## config.mk

```make
export PLATFORM = sky130hd
export DESIGN_NAME = snfd_reply_queue
export DESIGN_NICKNAME = d
export VERILOG_FILES = /design/src/rtl/core/snfd_pkg.sv /design/src/rtl/core/snfd_reply_queue.sv
export SDC_FILE = /design/constraint.sdc
export NUM_CORES = 1
export LEC_CHECK = 0
export BUFFER_PORTS_ARGS = -buffer_cell sky130_fd_sc_hd__buf_4
export CAP_MARGIN = 10
export CORE_MARGIN = 1.5
export CORE_UTILIZATION = 55
export DETAILED_ROUTE_END_ITERATION = 16
export GPL_ROUTABILITY_DRIVEN = 1
export PLACE_DENSITY = 0.86
export REMOVE_ABC_BUFFERS = 1
export SLEW_MARGIN = 15
export SYNTH_ARGS = -nofsm -noshare
export SYNTH_HDL_FRONTEND = slang
export SYNTH_SLANG_ARGS = --single-unit
```

## constraint.sdc

```tcl
create_clock -name clock -period 9.1 [get_ports clock]
set_input_delay 0.455 -clock clock [delete_from_list [all_inputs] [get_ports clock]]
set_output_delay 0.455 -clock clock [all_outputs]
set_load 0.05 [all_outputs]
```

## src/rtl/core/snfd_pkg.sv

```systemverilog
// snfd_pkg: opcodes, reset values and shared types of the spi nor flash device
// used by every module in rtl/core; has no dependencies of its own
`timescale 1ns / 1ps
`default_nettype none

package snfd_pkg;

   // default sizes, handed to the top level parameters
   localparam int DefaultFlashAddrBits = 16;
   localparam int DefaultQueueDepth    = 16;

   // fixed widths
   localparam int AddrW     = 24;
   localparam int CsrIndexW = 2;
   localparam int CsrDataW  = 64;
   localparam int MaxPush   = 12;
   localparam int PushIdxW  = 4;
   localparam int PushCntW  = 4;

   // register indexes of the configuration port
   localparam logic [CsrIndexW-1:0] CsrJedecId  = 2'd0;
   localparam logic [CsrIndexW-1:0] CsrDeviceId = 2'd1;
   localparam logic [CsrIndexW-1:0] CsrUniqueId = 2'd2;

   // register reset values
   localparam logic [23:0] JedecIdReset  = 24'hEF4015;
   localparam logic [7:0]  DeviceIdReset = 8'h14;
   localparam logic [63:0] UniqueIdReset = 64'h0123456789ABCDEF;

   localparam logic [7:0] ByteIdle   = 8'hFF;
   localparam logic [7:0] ByteFiller = 8'h00;

   // command opcodes, also used as mode codes
   localparam logic [7:0] ModeCommand     = 8'h00;
   localparam logic [7:0] OpRead          = 8'h03;
   localparam logic [7:0] OpProgram       = 8'h02;
   localparam logic [7:0] OpReadStatus1   = 8'h05;
   localparam logic [7:0] OpReadStatus2   = 8'h35;
   localparam logic [7:0] OpReadStatus3   = 8'h15;
   localparam logic [7:0] OpErase4k       = 8'h20;
   localparam logic [7:0] OpErase32k      = 8'h52;
   localparam logic [7:0] OpErase64k      = 8'hD8;
   localparam logic [7:0] OpUniqueId      = 8'h4B;
   localparam logic [7:0] OpMfrDeviceId   = 8'h90;
   localparam logic [7:0] OpJedecId       = 8'h9F;
   localparam logic [7:0] OpWake          = 8'hAB;
   localparam logic [7:0] OpWriteDisable  = 8'h04;
   localparam logic [7:0] OpWriteEnable   = 8'h06;
   localparam logic [7:0] OpSleep         = 8'hB9;

   // one exchange's worth of reply queue control
   typedef struct packed {
      logic                         flush;
      logic                         pop;
      logic [PushCntW-1:0]          count;
      logic [MaxPush-1:0][7:0]      data;
   } reply_push_type;

endpackage

`default_nettype wire

```

## src/rtl/core/snfd_reply_queue.sv

```systemverilog
// snfd_reply_queue: reply byte fifo, one pop and up to MaxPush pushes per word
// depends on snfd_pkg
`timescale 1ns / 1ps
`default_nettype none

module snfd_reply_queue #(
   parameter int DEPTH = snfd_pkg::DefaultQueueDepth
) (
   input  wire logic                       clock,
   input  wire logic                       reset,
   input  wire snfd_pkg::reply_push_type   push,
   output logic [7:0]                      head,
   output logic                            nonempty
);
   import snfd_pkg::*;

   localparam int CW = $clog2(DEPTH + 1);
   localparam int SW = CW + 1;

   logic [7:0]    q_ff [DEPTH];
   logic [7:0]    q_in [DEPTH];
   logic [CW-1:0] count_ff;
   logic [CW-1:0] count_in;
   logic          pop_en;
   logic [CW-1:0] base;
   logic [SW-1:0] total;

   assign pop_en = push.pop && (count_ff != '0);
   assign base   = count_ff - CW'(pop_en);
   assign total  = SW'(base) + SW'(push.count);

   always_comb begin
      if (push.flush) begin
         count_in = '0;
      end else if (total > SW'(DEPTH)) begin
         count_in = CW'(DEPTH);
      end else begin
         count_in = total[CW-1:0];
      end
   end

   for (genvar j = 0; j < DEPTH; j++) begin : g_entry
      localparam int Next = (j < DEPTH - 1) ? j + 1 : j;
      logic [CW-1:0] offset;

      assign offset = CW'(j) - base;

      always_comb begin
         if (CW'(j) < base) begin
            q_in[j] = pop_en ? q_ff[Next] : q_ff[j];
         end else if (offset < CW'(push.count)) begin
            q_in[j] = push.data[offset[PushIdxW-1:0]];
         end else begin
            q_in[j] = q_ff[j];
         end
      end
   end

   always_ff @(posedge clock) begin
      if (reset) begin
         count_ff <= '0;
      end else begin
         count_ff <= count_in;
      end
   end

   always_ff @(posedge clock) begin
      q_ff <= q_in;
   end

   assign head     = q_ff[0];
   assign nonempty = (count_ff != '0);

   a_count_bounded: assert property (@(posedge clock) disable iff (reset)
      count_ff <= CW'(DEPTH))
      else $error("reply queue count beyond depth");

   a_flush_empties: assert property (@(posedge clock) disable iff (reset)
      push.flush |=> count_ff == '0)
      else $error("reply queue not empty after flush");

   a_pop_only: assert property (@(posedge clock) disable iff (reset)
      push.pop && !push.flush && count_ff != '0 && push.count == '0
      |=> count_ff == $past(count_ff) - 1'b1)
      else $error("reply queue pop miscounted");

endmodule

`default_nettype wire

```

# Word-level counts from Yosys, hierarchy flattened
# Cells that the tools add are included.
# word_totals
reg_bits	133
latch_bits	0
ram_bits	0
mem_bits_ro	0
wordCells	214
memories	0
# classes
n_addsub	18
n_mul	0
div	0
order_cmp	49
eq_ne	15
shifts	0
mux	78
bitwise	1
reduce_logical	35
# ops
cell	count
$bmux W8 S4	16
$mux W8	61
$lt A4 B5 Y1 const B	16
$lt A5 B4 Y1	16
$lt A4 B5 Y1 const A	8
$sub A4 B5 Y5 const A	8
$reduce_and A2 Y1	16
$ne A2 B2 Y1 const B	15
$reduce_bool A2 Y1	15
$lt A3 B5 Y1 const A	4
$sub A3 B5 Y5 const A	4
$lt A1 B5 Y1 const A	2
$lt A2 B5 Y1 const A	2
$sub A1 B5 Y5 const A	2
$sub A2 B5 Y5 const A	2
$add A5 B4 Y6	1
$gt A6 B5 Y1 const B	1
$mux W5	1
$reduce_bool A5 Y1	1
$sub A5 B1 Y5	1
$reduce_or A3 Y1	1
$reduce_or A2 Y1	1
$logic_and A1 B1 Y1	1
$not A1 Y1	1

# Longest topological paths before layout
# depth
depth_word	8
ltp_mapped	22
depth_no_buf	15

# Worst setup path after synthesis
# OpenSTA, ideal clock, no wires.
# synth_path
kind	register to register
start	register count_ff[1]
end	register q_ff[40] in the netlist's numbering (enable)
setup_time_ns	0.387
arrival_time_ns	6.039
required_time_ns	8.713
path_slack_ns	2.674
stages_incl_launch_ff	22
path_buffers	7
period_less_slack_ns	6.426
cell_sequence	dfxtp_1 > buf_2 > clkbuf_1 > nor3_1 > nand3_1 > nand2_1 > clkinv_1 > ha_1 > clkbuf_1 > buf_2 > xnor2_1 > inv_2 > clkbuf_1 > ha_1 > buf_1 > clkbuf_1 > inv_1 > ha_1 > a21o_1 > a21o_1 > a221o_1 > o31ai_1
# synth_via
elab_chain_cells	7
word_cells_on_any_way	9
# synth_lines
element	line_no	source
start, declared	snfd_reply_queue.sv:22	logic [CW-1:0] count_ff;
start signal, assigned	snfd_reply_queue.sv:63	count_ff <= count_in;
$reduce_bool A5 Y1 (*)	-	
named net nonempty	snfd_reply_queue.sv:13	output logic nonempty
$logic_and A1 B1 Y1 (*)	snfd_reply_queue.sv:28	assign pop_en = push.pop && (count_ff != '0);
$sub A5 B1 Y5	snfd_reply_queue.sv:29	assign base = count_ff - CW'(pop_en);
$sub A4 B5 Y5	snfd_reply_queue.sv:46	assign offset = CW'(j) - base;
$lt A5 B4 Y1	snfd_reply_queue.sv:51	end else if (offset < CW'(push.count)) begin
$reduce_bool A2 Y1 (no line)	-	
$reduce_and A2 Y1 (no line) (*)	-	
end signal, assigned	snfd_reply_queue.sv:68	q_ff <= q_in;
end, declared	snfd_reply_queue.sv:20	logic [7:0] q_ff [DEPTH];
# The timed path passes the listed nets; every way through them passes the cells marked *.
# A chain may end at the register's enable or synchronous reset.

# Worst setup path in the final report
# layout_path
start	register count_ff[3]
end	register q_ff[31] in the netlist's numbering (enable)
# layout_via
elab_chain_cells	7
word_cells_on_any_way	9
# layout_lines
element	line_no
$reduce_bool A5 Y1	snfd_reply_queue.sv:28
$logic_and A1 B1 Y1	snfd_reply_queue.sv:28
$sub A5 B1 Y5	snfd_reply_queue.sv:29
$sub A4 B5 Y5	snfd_reply_queue.sv:46
$lt A5 B4 Y1	snfd_reply_queue.sv:51
$reduce_bool A2 Y1 (no line)	-
$reduce_and A2 Y1 (no line) (*)	-
# Every way passes the cells marked *; elsewhere a longest branch is shown, timed or not.

==> impl_metrics.env <==
export IMPL_setup_tns_ns=0
export IMPL_cts_htree_levels=4
export IMPL_postRouteWirelength_microns=36200
export IMPL_synth_area_per_cell_sq_um=10.1
export IMPL_detailedRoute_firstIterationViolations=1513
export IMPL_fin_nets=1345
export IMPL_use_met1_pct=43.8
export IMPL_clkLatencyLatePin_ns=0.43
export IMPL_cp_arrival_ns=6.92
export IMPL_area_growth_pct=13.1
export IMPL_run_status="finished clean"
export IMPL_place_port_buffers=112
export IMPL_dpl_cell_count=1461
export IMPL_via_count=10412
export IMPL_layout_cells_sized_above_1_pct=27.3
export IMPL_dieArea_sq_um=22100
export IMPL_max_cap_violations=0
export IMPL_number_of_flops_mapped_to_enable_cells_by_yosys=128
export IMPL_holdCritPathClass="in -> reg"
export IMPL_final_cell_mix="sky130_fd_sc_hd__buf_4 (130), sky130_fd_sc_hd__edfxtp_1 (128), sky130_fd_sc_hd__nand2_1 (117), sky130_fd_sc_hd__nor2_1 (117), sky130_fd_sc_hd__mux2i_1 (101)"
export IMPL_cp_max_fo=56
export IMPL_slew_limit_headroom_pct=19.9
export IMPL_cts_root_buf="sky130_fd_sc_hd__clkbuf_16"
export IMPL_diodes=0
export IMPL_report_final_setup_viol=0
export IMPL_global_route_usage_met2_pct=50.3
export IMPL_ys_seq_area_share_pct=33.8
export IMPL_met3_usage_pct=8.90
export IMPL_synth_lib_cells_used_distinct=69
export IMPL_route_detailed_vias_per_inst=6.97
export IMPL_netlist_instances=1151
export IMPL_fin_worst_skew_ns=0.00792
export IMPL_final_common_cell="sky130_fd_sc_hd__buf_4"
export IMPL_cts_repair_resize_count=0
export IMPL_core_rowCount=53
export IMPL_post_cts_hold_buffer_count=0
export IMPL_cts_setup_buffers=0
export IMPL_grt_usage_pct=32.6
export IMPL_wire_per_inst_microns=24.3
export IMPL_critical_path_startpoint_type="register"
export IMPL_cp_data_required_time_ns=9.16
export IMPL_drtAntennaViolNets=0
export IMPL_unrepaired_setup_endpoints_after_global_routing="false"
export IMPL_final_cell_count_no_fill=1493
export IMPL_finalHoldViolations=0
export IMPL_most_utilized_layer_in_the_global_route_result="met2"
export IMPL_synthFlopType="sky130_fd_sc_hd__edfxtp_1"
export IMPL_grt_first_pass_wirelength_microns=53800
export IMPL_ctsLongestPathBuffers=2
export IMPL_floorplan_die_width_microns=149
export IMPL_first_global_vias=9440
export IMPL_grt_start_max_net_pins=58
export IMPL_clk_pin_slew_worst_paths_ns=0.06
export IMPL_fin_crit_sh_pct=75.4
export IMPL_design_area_sq_um=13200
export IMPL_ios=113
export IMPL_timing_final_max_slew_violations=0
export IMPL_criticalPathCategory="reg -> reg"
export IMPL_max_slew_worst_pin_slew_ns=1.20
export IMPL_fmax_ghz=0.146
export IMPL_remaining_drc_errors=0
export IMPL_gp_congestion=1.00
export IMPL_antenna_found_initial=0
export IMPL_syn_area_sq_um=11700
export IMPL_design_core_area_sq_um=20900
export IMPL_cp_end_kind="register"
export IMPL_grt_overflow_total=0
export IMPL_period_needed_ns=6.86
export IMPL_fp_dieH_microns=149
export IMPL_cts_inserted_buffers=17
export IMPL_detailedPlacementHpwl_microns=26300
export IMPL_floorplan_initialDensity_pct=55.8
export IMPL_placement_cell_area_sq_um=12600
export IMPL_cts_sinks=133
export IMPL_drt_pass1_iterations=6
export IMPL_synth_async_sr_flop_share_pct=0
export IMPL_ys_seq_elements=133
export IMPL_cts_tree="built"
export IMPL_count_of_warnings_emitted_by_yosys=0
cell type report:
type	count	area, sq um
clock buffer	17	425
clock inverter	15	184
fill	1571	7710
inverter	29	114
multi-input combinational	894	7200
sequential	133	3940
tap	275	344
timing repair buffer	130	976
state kept, by name, indices dropped and copies added, names as in the netlist:
name	flops
count_ff	5
q_ff	120
head	8
stage by stage:
step / utilization [%] / hold slack, ns / setup slack [ns]
after floorplan: - / 0.495 / -0.706
after global placement: 60.2 / 0.499 / 2.58
after detailed placement: 60.2 / 0.505 / 2.41
after CTS: 63.1 / 0.183 / 2.36
after global routing: 63.1 / 0.185 / 1.89
final: 63.1 / 0.187 / 2.24
worst max-delay path, stage by stage (launching register included):
cell and delay, ns:
sky130_fd_sc_hd__dfxtp_1 0.53, sky130_fd_sc_hd__inv_2 0.35, sky130_fd_sc_hd__nand3_1 0.14, sky130_fd_sc_hd__nand2_1 0.38, sky130_fd_sc_hd__clkinv_1 0.48, sky130_fd_sc_hd__ha_4 0.93, sky130_fd_sc_hd__buf_4 0.72, sky130_fd_sc_hd__nand2b_1 0.19
sky130_fd_sc_hd__a32oi_1 0.33, sky130_fd_sc_hd__xnor2_2 0.15, sky130_fd_sc_hd__buf_4 0.36, sky130_fd_sc_hd__inv_2 0.34, sky130_fd_sc_hd__ha_1 0.38, sky130_fd_sc_hd__a21o_1 0.18, sky130_fd_sc_hd__a21oi_1 0.18, sky130_fd_sc_hd__a21oi_1 0.09
sky130_fd_sc_hd__a21oi_1 0.65
layer usage:
layer / up-vias / wire, microns
li1: 4523 / -
met2: 801 / 16400
met3: 130 / 5130
met4: 0 / 1320
met1: 4958 / 13400
met5: - / 0
cells in the mapped netlist, types with 20 or more instances:
master	n	area, sq um
sky130_fd_sc_hd__o21ai_0	80	400
sky130_fd_sc_hd__mux2i_1	101	1010
sky130_fd_sc_hd__nor2_1	117	439
sky130_fd_sc_hd__buf_2	30	150
sky130_fd_sc_hd__o21ai_1	21	105
sky130_fd_sc_hd__a21oi_1	62	310
sky130_fd_sc_hd__a32oi_1	28	245
sky130_fd_sc_hd__clkbuf_1	41	154
sky130_fd_sc_hd__nand2_1	117	439
sky130_fd_sc_hd__mux4_2	58	1310
sky130_fd_sc_hd__mux2_2	80	901
sky130_fd_sc_hd__edfxtp_1	128	3840
sky130_fd_sc_hd__ha_1	35	438
sky130_fd_sc_hd__inv_1	20	75.1
sky130_fd_sc_hd__a21o_1	25	188
final timing paths:
| kind | from | end | slack (ns) | cells after the start |
|---|---|---|---|---|
| max reg2reg | count_ff[3] | q_ff[31] | 2.24 | 16 |
| min reg2reg | q_ff[10] | q_ff[18] | 0.52 | 1 |
| max | count_ff[3] | q_ff[31] | 2.24 | 16 |
| min | push[101] | count_ff[4] | 0.19 | 2 |
logic make-up (layout without fill, tap and decap cells):
family	after synthesis	count (layout)	synth area share, %
buf+inv	124	191	4.97
flops	133	133	33.8
simple gates	296	296	10.9
mux	239	239	27.6
compound gates	300	300	16.5
fa+ha+maj	36	36	3.93
xor+xnor	23	23	2.28
Power is not shown: default switching activity piles up to over one toggle a cycle in this logic, so the estimate is an artifact.
